<file path="src/rtl/core/alignment_pair_column_scorer_defines.svh">
// Assertion macros used by the scorer's top-level RTL file.
`ifndef ALIGNMENT_PAIR_COLUMN_SCORER_DEFINES_SVH
`define ALIGNMENT_PAIR_COLUMN_SCORER_DEFINES_SVH

// Same-cycle implication, checked outside reset.
`define APCS_ASSERT_NOW(label, clk, rst_n, ante, cons, msg) \
    label: assert property (@(posedge clk) disable iff (!rst_n) (ante) |-> (cons)) \
        else $error(msg);

// Next-cycle implication, checked outside reset.
`define APCS_ASSERT_NEXT(label, clk, rst_n, ante, cons, msg) \
    label: assert property (@(posedge clk) disable iff (!rst_n) (ante) |=> (cons)) \
        else $error(msg);

`endif

</file>
<file path="src/rtl/core/apcs_pkg.sv">
// Shared types and constants of the pair and column scorer.
package apcs_pkg;

    localparam int COL_W      = 12;
    localparam int CFG_SEQ_W  = 7;
    localparam int PAIR_W     = 23;
    localparam int COLW_W     = 19;
    localparam int SUM_W      = 32;
    localparam int SEEN_W     = 13;
    localparam int APB_ADDR_W = 3;
    localparam int APB_DATA_W = 32;

    localparam logic [CFG_SEQ_W-1:0] SEQ_RESET = 7'd2;
    localparam logic [SEEN_W-1:0]    SEEN_MAX  = '1;

    // Register index decoded from paddr[APB_ADDR_W-1:2].
    localparam logic [APB_ADDR_W-3:0] REG_BLOCK_SEQUENCES = '0;

    typedef struct packed {
        logic             ref_residue;
        logic [COL_W-1:0] test_column;
        logic             block_end;
    } entry_t;

    typedef struct packed {
        logic              block_counted;
        logic [PAIR_W-1:0] block_pairs_matched;
        logic [PAIR_W-1:0] block_pairs_total;
        logic [COLW_W-1:0] block_columns_matched;
        logic [COLW_W-1:0] block_columns_total;
        logic [SUM_W-1:0]  sum_pairs_matched;
        logic [SUM_W-1:0]  sum_pairs_total;
        logic [SUM_W-1:0]  sum_columns_matched;
        logic [SUM_W-1:0]  sum_columns_total;
    } result_t;

endpackage

</file>
<file path="src/rtl/core/apcs_cell.sv">
// One cell of the scoring chain: holds one column entry and counts pairs for a passing token.
module apcs_cell #(
    parameter int          IDX_W    = 6,
    parameter int unsigned CELL_IDX = 0,
    parameter type         tok_t    = logic
) (
    input  logic aclk,
    input  logic aresetn,
    input  logic advance,
    input  tok_t tok_in,
    output tok_t tok_out
);
    import apcs_pkg::*;

    localparam logic [IDX_W-1:0] MY_IDX = IDX_W'(CELL_IDX);

    logic             ent_res_reg;
    logic [COL_W-1:0] ent_col_reg;
    tok_t             tok_reg;
    tok_t             tok_next;
    logic             pair_hit;
    logic             pair_match;
    logic             ent_write;

    // Only entries placed earlier in the current column sit below the token's index.
    assign pair_hit   = tok_in.valid && tok_in.res && (MY_IDX < tok_in.idx) && ent_res_reg;
    assign pair_match = pair_hit && (ent_col_reg == tok_in.col);
    assign ent_write  = advance && tok_in.valid && (tok_in.idx == MY_IDX);

    always_comb begin
        tok_next         = tok_in;
        tok_next.total   = tok_in.total + IDX_W'(pair_hit);
        tok_next.matched = tok_in.matched + IDX_W'(pair_match);
    end

    always_ff @(posedge aclk) begin
        if (!aresetn) begin
            tok_reg.valid <= 1'b0;
        end else if (advance) begin
            tok_reg <= tok_next;
        end
    end

    always_ff @(posedge aclk) begin
        if (ent_write) begin
            ent_res_reg <= tok_in.res;
            ent_col_reg <= tok_in.col;
        end
    end

    assign tok_out = tok_reg;

endmodule

</file>
<file path="src/rtl/core/apcs_tally.sv">
// Column, block and running-total accumulation stages behind the cell chain, with the result register.
module apcs_tally #(
    parameter int  MAX_SEQUENCES = 64,
    parameter type tok_t         = logic
) (
    input  logic              aclk,
    input  logic              aresetn,
    input  tok_t              tok_in,
    input  logic              m_ready,
    output logic              advance,
    output logic              m_valid,
    output apcs_pkg::result_t m_data
);
    import apcs_pkg::*;

    localparam int NW           = $clog2(MAX_SEQUENCES + 1);
    localparam int PAIR_COL_MAX = MAX_SEQUENCES * (MAX_SEQUENCES - 1) / 2;
    localparam int CPW          = $clog2(PAIR_COL_MAX + 1);

    typedef struct packed {
        logic           valid;
        logic [CPW-1:0] ct;
        logic [CPW-1:0] cm;
        logic [NW-1:0]  n;
        logic           blk_end;
    } col_rec_t;

    typedef struct packed {
        logic              valid;
        logic              counted;
        logic [PAIR_W-1:0] pm;
        logic [PAIR_W-1:0] pt;
        logic [COLW_W-1:0] cm;
        logic [COLW_W-1:0] ct;
    } blk_rec_t;

    // Column stage.
    logic [CPW-1:0] col_total_reg, col_total_next;
    logic [CPW-1:0] col_matched_reg, col_matched_next;
    logic [CPW-1:0] ct_sum, cm_sum;
    col_rec_t       rec1_reg, rec1_next;

    // Block stage.
    logic [PAIR_W-1:0] bpm_reg, bpm_next, bpt_reg, bpt_next;
    logic [COLW_W-1:0] bcm_reg, bcm_next, bct_reg, bct_next;
    logic [SEEN_W-1:0] seen_reg, seen_next, seen_inc;
    logic [PAIR_W:0]   bpm_sum, bpt_sum;
    logic [COLW_W:0]   bcm_sum, bct_sum;
    logic [PAIR_W-1:0] bpm_new, bpt_new;
    logic [COLW_W-1:0] bcm_new, bct_new;
    logic              col_has_pair;
    blk_rec_t          rec2_reg, rec2_next;

    // Running-total stage.
    logic [SUM_W-1:0] rpm_reg, rpm_next, rpt_reg, rpt_next;
    logic [SUM_W-1:0] rcm_reg, rcm_next, rct_reg, rct_next;
    logic [SUM_W:0]   rpm_sum, rpt_sum, rcm_sum, rct_sum;
    logic             m_valid_reg;
    result_t          m_data_reg, m_data_next;

    // A waiting result holds the whole pipeline.
    assign advance = !m_valid_reg || m_ready;

    always_comb begin
        ct_sum           = col_total_reg + CPW'(tok_in.total);
        cm_sum           = col_matched_reg + CPW'(tok_in.matched);
        col_total_next   = col_total_reg;
        col_matched_next = col_matched_reg;
        rec1_next.valid  = tok_in.valid && tok_in.close;
        rec1_next.ct     = ct_sum;
        rec1_next.cm     = cm_sum;
        rec1_next.n      = tok_in.n;
        rec1_next.blk_end = tok_in.blk_end;
        if (tok_in.valid) begin
            if (tok_in.close) begin
                col_total_next   = '0;
                col_matched_next = '0;
            end else begin
                col_total_next   = ct_sum;
                col_matched_next = cm_sum;
            end
        end
    end

    always_comb begin
        col_has_pair = (rec1_reg.ct != '0);
        bpm_sum = {1'b0, bpm_reg} + (PAIR_W + 1)'(rec1_reg.cm);
        bpt_sum = {1'b0, bpt_reg} + (PAIR_W + 1)'(rec1_reg.ct);
        bct_sum = {1'b0, bct_reg} + (COLW_W + 1)'(rec1_reg.n);
        bcm_sum = bct_sum - (COLW_W + 1)'(bct_reg) + (COLW_W + 1)'(bcm_reg);
        bpm_new = bpm_sum[PAIR_W] ? '1 : bpm_sum[PAIR_W-1:0];
        bpt_new = bpt_sum[PAIR_W] ? '1 : bpt_sum[PAIR_W-1:0];
        bct_new = bct_reg;
        bcm_new = bcm_reg;
        if (col_has_pair) begin
            bct_new = bct_sum[COLW_W] ? '1 : bct_sum[COLW_W-1:0];
            if (rec1_reg.cm == rec1_reg.ct) begin
                bcm_new = bcm_sum[COLW_W] ? '1 : bcm_sum[COLW_W-1:0];
            end
        end
        seen_inc = (seen_reg == SEEN_MAX) ? seen_reg : seen_reg + SEEN_W'(1);

        rec2_next.valid   = rec1_reg.valid && rec1_reg.blk_end;
        rec2_next.counted = (seen_inc > SEEN_W'(1));
        rec2_next.pm      = bpm_new;
        rec2_next.pt      = bpt_new;
        rec2_next.cm      = bcm_new;
        rec2_next.ct      = bct_new;

        bpm_next  = bpm_reg;
        bpt_next  = bpt_reg;
        bcm_next  = bcm_reg;
        bct_next  = bct_reg;
        seen_next = seen_reg;
        if (rec1_reg.valid) begin
            if (rec1_reg.blk_end) begin
                bpm_next  = '0;
                bpt_next  = '0;
                bcm_next  = '0;
                bct_next  = '0;
                seen_next = '0;
            end else begin
                bpm_next  = bpm_new;
                bpt_next  = bpt_new;
                bcm_next  = bcm_new;
                bct_next  = bct_new;
                seen_next = seen_inc;
            end
        end
    end

    always_comb begin
        rpm_sum  = {1'b0, rpm_reg} + (SUM_W + 1)'(rec2_reg.pm);
        rpt_sum  = {1'b0, rpt_reg} + (SUM_W + 1)'(rec2_reg.pt);
        rcm_sum  = {1'b0, rcm_reg} + (SUM_W + 1)'(rec2_reg.cm);
        rct_sum  = {1'b0, rct_reg} + (SUM_W + 1)'(rec2_reg.ct);
        rpm_next = rpm_reg;
        rpt_next = rpt_reg;
        rcm_next = rcm_reg;
        rct_next = rct_reg;
        if (rec2_reg.valid && rec2_reg.counted) begin
            rpm_next = rpm_sum[SUM_W] ? '1 : rpm_sum[SUM_W-1:0];
            rpt_next = rpt_sum[SUM_W] ? '1 : rpt_sum[SUM_W-1:0];
            rcm_next = rcm_sum[SUM_W] ? '1 : rcm_sum[SUM_W-1:0];
            rct_next = rct_sum[SUM_W] ? '1 : rct_sum[SUM_W-1:0];
        end
        m_data_next.block_counted         = rec2_reg.counted;
        m_data_next.block_pairs_matched   = rec2_reg.pm;
        m_data_next.block_pairs_total     = rec2_reg.pt;
        m_data_next.block_columns_matched = rec2_reg.cm;
        m_data_next.block_columns_total   = rec2_reg.ct;
        m_data_next.sum_pairs_matched     = rpm_next;
        m_data_next.sum_pairs_total       = rpt_next;
        m_data_next.sum_columns_matched   = rcm_next;
        m_data_next.sum_columns_total     = rct_next;
    end

    always_ff @(posedge aclk) begin
        if (!aresetn) begin
            col_total_reg   <= '0;
            col_matched_reg <= '0;
            rec1_reg.valid  <= 1'b0;
            bpm_reg         <= '0;
            bpt_reg         <= '0;
            bcm_reg         <= '0;
            bct_reg         <= '0;
            seen_reg        <= '0;
            rec2_reg.valid  <= 1'b0;
            rpm_reg         <= '0;
            rpt_reg         <= '0;
            rcm_reg         <= '0;
            rct_reg         <= '0;
            m_valid_reg     <= 1'b0;
        end else if (advance) begin
            col_total_reg   <= col_total_next;
            col_matched_reg <= col_matched_next;
            rec1_reg        <= rec1_next;
            bpm_reg         <= bpm_next;
            bpt_reg         <= bpt_next;
            bcm_reg         <= bcm_next;
            bct_reg         <= bct_next;
            seen_reg        <= seen_next;
            rec2_reg        <= rec2_next;
            rpm_reg         <= rpm_next;
            rpt_reg         <= rpt_next;
            rcm_reg         <= rcm_next;
            rct_reg         <= rct_next;
            m_valid_reg     <= rec2_reg.valid;
        end
    end

    always_ff @(posedge aclk) begin
        if (advance && rec2_reg.valid) begin
            m_data_reg <= m_data_next;
        end
    end

    assign m_valid = m_valid_reg;
    assign m_data  = m_data_reg;

endmodule

</file>
<file path="src/rtl/core/alignment_pair_column_scorer.sv">
// Top level of the sum-of-pairs and total-column scorer: entry intake, cell chain, tally and APB.
//
// Takes one column entry per clock cycle for as long as the result side keeps up. Each entry
// enters a chain of MAX_SEQUENCES cells, one cell per cycle; cell k holds entry k of the current
// column and counts the pairs the passing entry forms with it. Three tally stages then add the
// per-column, per-block and running totals; the last of them registers a block's result beat.
// A result beat that is not taken holds the whole chain and s_ready drops. block_sequences is
// sampled as each entry is accepted, clamped to the range 2 to MAX_SEQUENCES; it sits at byte
// address 0 of the APB port.
`include "alignment_pair_column_scorer_defines.svh"

module alignment_pair_column_scorer #(
    parameter int MAX_SEQUENCES = 64
) (
    input  logic                                aclk,
    input  logic                                aresetn,
    input  logic                                s_valid,
    output logic                                s_ready,
    input  apcs_pkg::entry_t                    s_data,
    output logic                                m_valid,
    input  logic                                m_ready,
    output apcs_pkg::result_t                   m_data,
    input  logic                                psel,
    input  logic                                penable,
    input  logic                                pwrite,
    input  logic [apcs_pkg::APB_ADDR_W-1:0]     paddr,
    input  logic [apcs_pkg::APB_DATA_W-1:0]     pwdata,
    output logic [apcs_pkg::APB_DATA_W-1:0]     prdata,
    output logic                                pready
);
    import apcs_pkg::*;

    localparam int IDX_W = $clog2(MAX_SEQUENCES);
    localparam int NW    = $clog2(MAX_SEQUENCES + 1);

    typedef struct packed {
        logic             valid;
        logic             res;
        logic [COL_W-1:0] col;
        logic [IDX_W-1:0] idx;
        logic [IDX_W-1:0] total;
        logic [IDX_W-1:0] matched;
        logic             close;
        logic             blk_end;
        logic [NW-1:0]    n;
    } tok_t;

    logic                  advance;
    logic                  accept;
    logic                  cfg_write;
    logic                  cfg_sel;
    logic [CFG_SEQ_W-1:0]  seq_reg;
    logic [IDX_W-1:0]      entry_index_reg, entry_index_next;
    logic [NW-1:0]         n_use;
    logic [IDX_W-1:0]      idx_cur;
    logic [NW-1:0]         idx_inc;
    logic                  col_close;
    tok_t                  chain_tok [MAX_SEQUENCES+1];

    // Configuration port.
    assign pready    = 1'b1;
    assign cfg_sel   = (paddr[APB_ADDR_W-1:2] == REG_BLOCK_SEQUENCES);
    assign cfg_write = psel && penable && pwrite && pready;
    assign prdata    = cfg_sel ? APB_DATA_W'(seq_reg) : '0;

    always_ff @(posedge aclk) begin
        if (!aresetn) begin
            seq_reg <= SEQ_RESET;
        end else if (cfg_write && cfg_sel) begin
            seq_reg <= pwdata[CFG_SEQ_W-1:0];
        end
    end

    // Entry intake: place of the entry within its column.
    assign s_ready = advance;
    assign accept  = s_valid && s_ready;

    always_comb begin
        if (seq_reg < CFG_SEQ_W'(2)) begin
            n_use = NW'(2);
        end else if (32'(seq_reg) > 32'(MAX_SEQUENCES)) begin
            n_use = NW'(MAX_SEQUENCES);
        end else begin
            n_use = NW'(seq_reg);
        end
    end

    always_comb begin
        // A column size lowered mid-column makes the last slot overwrite itself.
        if (NW'(entry_index_reg) >= n_use) begin
            idx_cur = IDX_W'(n_use - NW'(1));
        end else begin
            idx_cur = entry_index_reg;
        end
        idx_inc          = NW'(idx_cur) + NW'(1);
        col_close        = (idx_inc >= n_use) || s_data.block_end;
        entry_index_next = col_close ? '0 : IDX_W'(idx_inc);
    end

    always_ff @(posedge aclk) begin
        if (!aresetn) begin
            entry_index_reg <= '0;
        end else if (accept) begin
            entry_index_reg <= entry_index_next;
        end
    end

    always_comb begin
        chain_tok[0].valid   = accept;
        chain_tok[0].res     = s_data.ref_residue;
        chain_tok[0].col     = s_data.test_column;
        chain_tok[0].idx     = idx_cur;
        chain_tok[0].total   = '0;
        chain_tok[0].matched = '0;
        chain_tok[0].close   = col_close;
        chain_tok[0].blk_end = s_data.block_end;
        chain_tok[0].n       = n_use;
    end

    for (genvar k = 0; k < MAX_SEQUENCES; k++) begin : g_cell
        apcs_cell #(
            .IDX_W    (IDX_W),
            .CELL_IDX (k),
            .tok_t    (tok_t)
        ) u_cell (
            .aclk    (aclk),
            .aresetn (aresetn),
            .advance (advance),
            .tok_in  (chain_tok[k]),
            .tok_out (chain_tok[k+1])
        );
    end

    apcs_tally #(
        .MAX_SEQUENCES (MAX_SEQUENCES),
        .tok_t         (tok_t)
    ) u_tally (
        .aclk    (aclk),
        .aresetn (aresetn),
        .tok_in  (chain_tok[MAX_SEQUENCES]),
        .m_ready (m_ready),
        .advance (advance),
        .m_valid (m_valid),
        .m_data  (m_data)
    );

    `APCS_ASSERT_NEXT(a_block_end_rewinds, aclk, aresetn, accept && s_data.block_end, entry_index_reg == '0, "entry index not cleared after block end")
    `APCS_ASSERT_NEXT(a_index_in_column, aclk, aresetn, accept && !s_data.block_end, NW'(entry_index_reg) < $past(n_use), "entry index beyond column size")
    `APCS_ASSERT_NOW(a_matched_within_total, aclk, aresetn, m_valid, (m_data.block_pairs_matched <= m_data.block_pairs_total) && (m_data.block_columns_matched <= m_data.block_columns_total), "matched count exceeds total")
    `APCS_ASSERT_NOW(a_sum_covers_block, aclk, aresetn, m_valid && m_data.block_counted, m_data.sum_pairs_total >= SUM_W'(m_data.block_pairs_total), "running total below counted block")

endmodule

</file>
<file path="config.mk">
export PLATFORM = sky130hd
export DESIGN_NAME = alignment_pair_column_scorer
export DESIGN_NICKNAME = d
export VERILOG_FILES = /design/src/rtl/core/apcs_pkg.sv /design/src/rtl/core/apcs_cell.sv /design/src/rtl/core/apcs_tally.sv /design/src/rtl/core/alignment_pair_column_scorer.sv
export VERILOG_INCLUDE_DIRS = /design/src /design/src/rtl/core
export SDC_FILE = /design/constraint.sdc
export NUM_CORES = 2
export LEC_CHECK = 0
export BUFFER_PORTS_ARGS = -buffer_cell sky130_fd_sc_hd__buf_2
export CAP_MARGIN = 25
export CORE_MARGIN = 5
export CORE_UTILIZATION = 56
export DETAILED_ROUTE_END_ITERATION = 6
export PLACE_DENSITY = 0.81
export SLEW_MARGIN = 25
export SYNTH_ARGS = -nofsm -noshare
export SYNTH_HDL_FRONTEND = slang
export SYNTH_HIERARCHICAL = 1
export SYNTH_SLANG_ARGS = --single-unit
</file>
<file path="constraint.sdc">
create_clock -name aclk -period 11.46 [get_ports aclk]
set_input_delay 1.719 -clock aclk [delete_from_list [all_inputs] [get_ports aclk]]
set_output_delay 1.719 -clock aclk [all_outputs]
set_load 0.005 [all_outputs]
</file>
==> summary.md <==
| Metric | Value |
|---|---|
| Fillers | 18.17k |
| # DRC | 0 |
| Max reg flops | between 2k and 3k |
| CP Capture Type | flop |
| Crit-path slowest cell | a21oi_1 |
| Clock buffer depth | 4 |
| First-pass GRT wire length | roughly 460000 um |
| Critical path buffer and inverter count | 1 |
| Layout Utilization | 0.6316 |
| Largest net degree at the start of global routing | about 100 |
| Root Buffer | clkbuf_16 |
| CTS tree | done |
| Syn Std Cell Area | between 150000 and 200000 um2 |
| Clock Power Share | 0.416 |
| FP Rows | ~190 |
| Pwr/cell area | between 150 and 200 nW/um2 |
| Relative slew slack | 0.2712 |
| Clk Latency, worst-skew pair | ~0.89 ns |
| TritonCTS Buffers | 376 |
| NetSw | roughly 6100 uW |
| Synth Warn # | 6 |
| Core area | around 280000 um2 |
| Wirelength, routed | between 200000 and 300000 um |
| Worst-Margin Slew | roughly 1.1 ns |
| Number of port buffers | 250 |
| Design Area, Final | 174600 um2 |
| Via count of the first global-routing pass | 82.41k |
| Final-report hold violation count | 0 |
| Starting density of the core | 0.5629 |
| Die area | approximately 290000 um2 |
| Crit path cell chain | or2b_1 > a21oi_1 > ha_1 > nand2b_1 > a31oi_1 > o22ai_2 > buf_4 > a21oi_1 > ha_1 > nand3_1 > xor2_1 > o21ai_0 > ha_1 > and3_1 > a221o_1 > a31oi_2 > nand3_1 > o31ai_1 > a21o_1 |
| Avg Vias per Cell | approximately 5.7 |
| Crit path kind | reg2reg |
| Initial DRC Count | roughly 6.4k |
| Clock skew | around 0.05 ns |
| Pint | approximately 24000 uW |
| Number of post-CTS setup repair buffers | 0 |
| Final max-slew violation count | 0 |
| Max Cap Violations | 0 |
| # resized after CTS | 0 |
| Final Cycle Share | 0.4838 |
| Initial antenna violation count | 15 |
| Switching part of the total | 0.2027 |
| Part of the power in registers | 0.562 |
| Gpl congestion | 0.8917 |
| Delay-heaviest family, CP | compound AO/OA/AOI/OAI gates |
| Final Critical Period | 5.545 ns |
| Syn_area_per_cell | 16.41 um2 |
| Overall power | ~30000 uW |
| Die Y | 537.2 um |
| Pre-CTS setup slack | about 5.6 ns |
| Detailed-router iteration count before antenna repair | 6 |
| Share of cells above drive strength 1 | 0.1071 |
| VDD IR-drop max | ~0.00018 V |
| Final setup vio count | 0 |
| Slowest Stage Delay on Critical Path | around 0.56 ns |
| Outcome | finished clean |
| Cell Area, Placed | between 150000 and 200000 um2 |
| Post-CTS Hold Buffers | 0 |
| Highest net fanout along the worst path | 26 |
| Most frequent CP cell | ha_1 |
| Required time worst endpoint | between 10 and 15 ns |
| Fmax achieved | 180.3 MHz |
| CTS Sinks | about 4.0k |
| Post-synthesis cell count | ~9.5k |
| # nets final | between 10k and 15k |
| GRT Util Overall | 0.1977 |
| Worst Hold Class | reg2reg |
| H-tree levels | 5 |
| Post-route setup slack | 5.915 ns |
| Total gr overflow | 0 |
| Antenna Nets Post-Route | 0 |
| Vias | roughly 80k |
| Critical Path Start Type | flop |
| RSZ-0062 raised after global routing | no |
| Pleak | roughly 0.062 uW |
| Detailed Place HPWL | approximately 190000 um |
| Logic pwr share | 0.022 |
| Area delta synth->final | 12.22% |
| Die X-Extent | 537.2 um |
| Critical Path AT | about 6.3 ns |
| Routed WL per cell | 20.56 um |
| I/O Pins | 304 |
| Setup TNS | 0 ns |
| Clock Pin Slew Worst Setup and Hold Paths | approximately 0.07 ns |
-- layout make-up --
cell class              instances  area [um2]  area share
multi-input cells            5242       38070      0.2180
clock inverters               191        2167     0.01241
clock buffers                 505       10320     0.05911
well taps                    3705        4636     0.02654
repair buffers                379        2266     0.01297
inverters                     116       445.4    0.002551
flip-flops and latches       3996      116700      0.6684
diodes                          3       7.507  0.00004299
-- placed cells by master (no fill, tap or decap), types with 49 or more instances in the layout --
cell type  count
o21ai_0      274
clkbuf_1      95
nand3_1      449
a31oi_1       56
nand2b_1      62
inv_1        113
clkinv_2      63
nor3_1        76
xor2_1       946
a21oi_1      264
and2_1        95
nor2b_1       70
buf_2        249
clkinv_1      49
nor4_1       190
ha_1         412
and4_1        74
nand4_1       90
conb_1        50
edfxtp_1    3669
nor2_1       350
buf_4        126
clkbuf_16    384
and3_1       167
dfxtp_1      327
xnor2_1      487
nand2_1      369
mux2i_1       56
a211oi_1      51
a21o_1        74
-- worst register-to-register path, stage by stage (launching register included) --
cell and delay (ns):
dfxtp_1 0.40, or2b_1 0.25, a21oi_1 0.56, ha_1 0.36
nand2b_1 0.14, a31oi_1 0.34, o22ai_2 0.14, buf_4 0.23
a21oi_1 0.37, ha_1 0.39, nand3_1 0.19, xor2_1 0.18
o21ai_0 0.20, ha_1 0.26, and3_1 0.18, a221o_1 0.36
a31oi_2 0.34, nand3_1 0.19, o31ai_1 0.23, a21o_1 0.14
-- worst paths after layout --
kind	slack, ns	cells past startpoint	from	endpoint
min reg2reg	0.38	0	g_cell[12].u_cell/tok_out[8]	g_cell[13].u_cell/tok_out[8]
max reg2reg	5.92	19	seq_reg[0]	entry_index_reg[2]
max	5.92	19	seq_reg[0]	entry_index_reg[2]
min	0.38	0	g_cell[12].u_cell/tok_out[8]	g_cell[13].u_cell/tok_out[8]
-- power by group through the flow --
stage / Combinational (uW) / Clock, uW / Sequential (uW)
finish: 675 / 12500 / 16900
global route: 744 / 13400 / 17000
CTS: 676 / 12700 / 17000
detailed placement: 661 / 0 / 17300
global placement: 629 / 0 / 17200
floorplan: 486 / 0 / 17100
-- layer usage --
metal  wire length, um  GRT usage  share of wire  vias up
met5                84          0        0.00029        -
met4             10760    0.07276          0.037       12
met3             16240    0.03065          0.056      674
met2            153500     0.3574           0.53     2402
met1            110100     0.2405           0.38    39880
li1                  -          -              -    37240
-- through the flow --
stage / hold WS, ns / cells
after floorplan: 0.4003 / 9533
after global placement: 0.4007 / 13440
after detailed placement: 0.4045 / 13440
after CTS: 0.3803 / 14130
after global routing: 0.4045 / 14140
final: 0.3842 / 14140
Note: power is estimated with default switching activity, not from simulation.
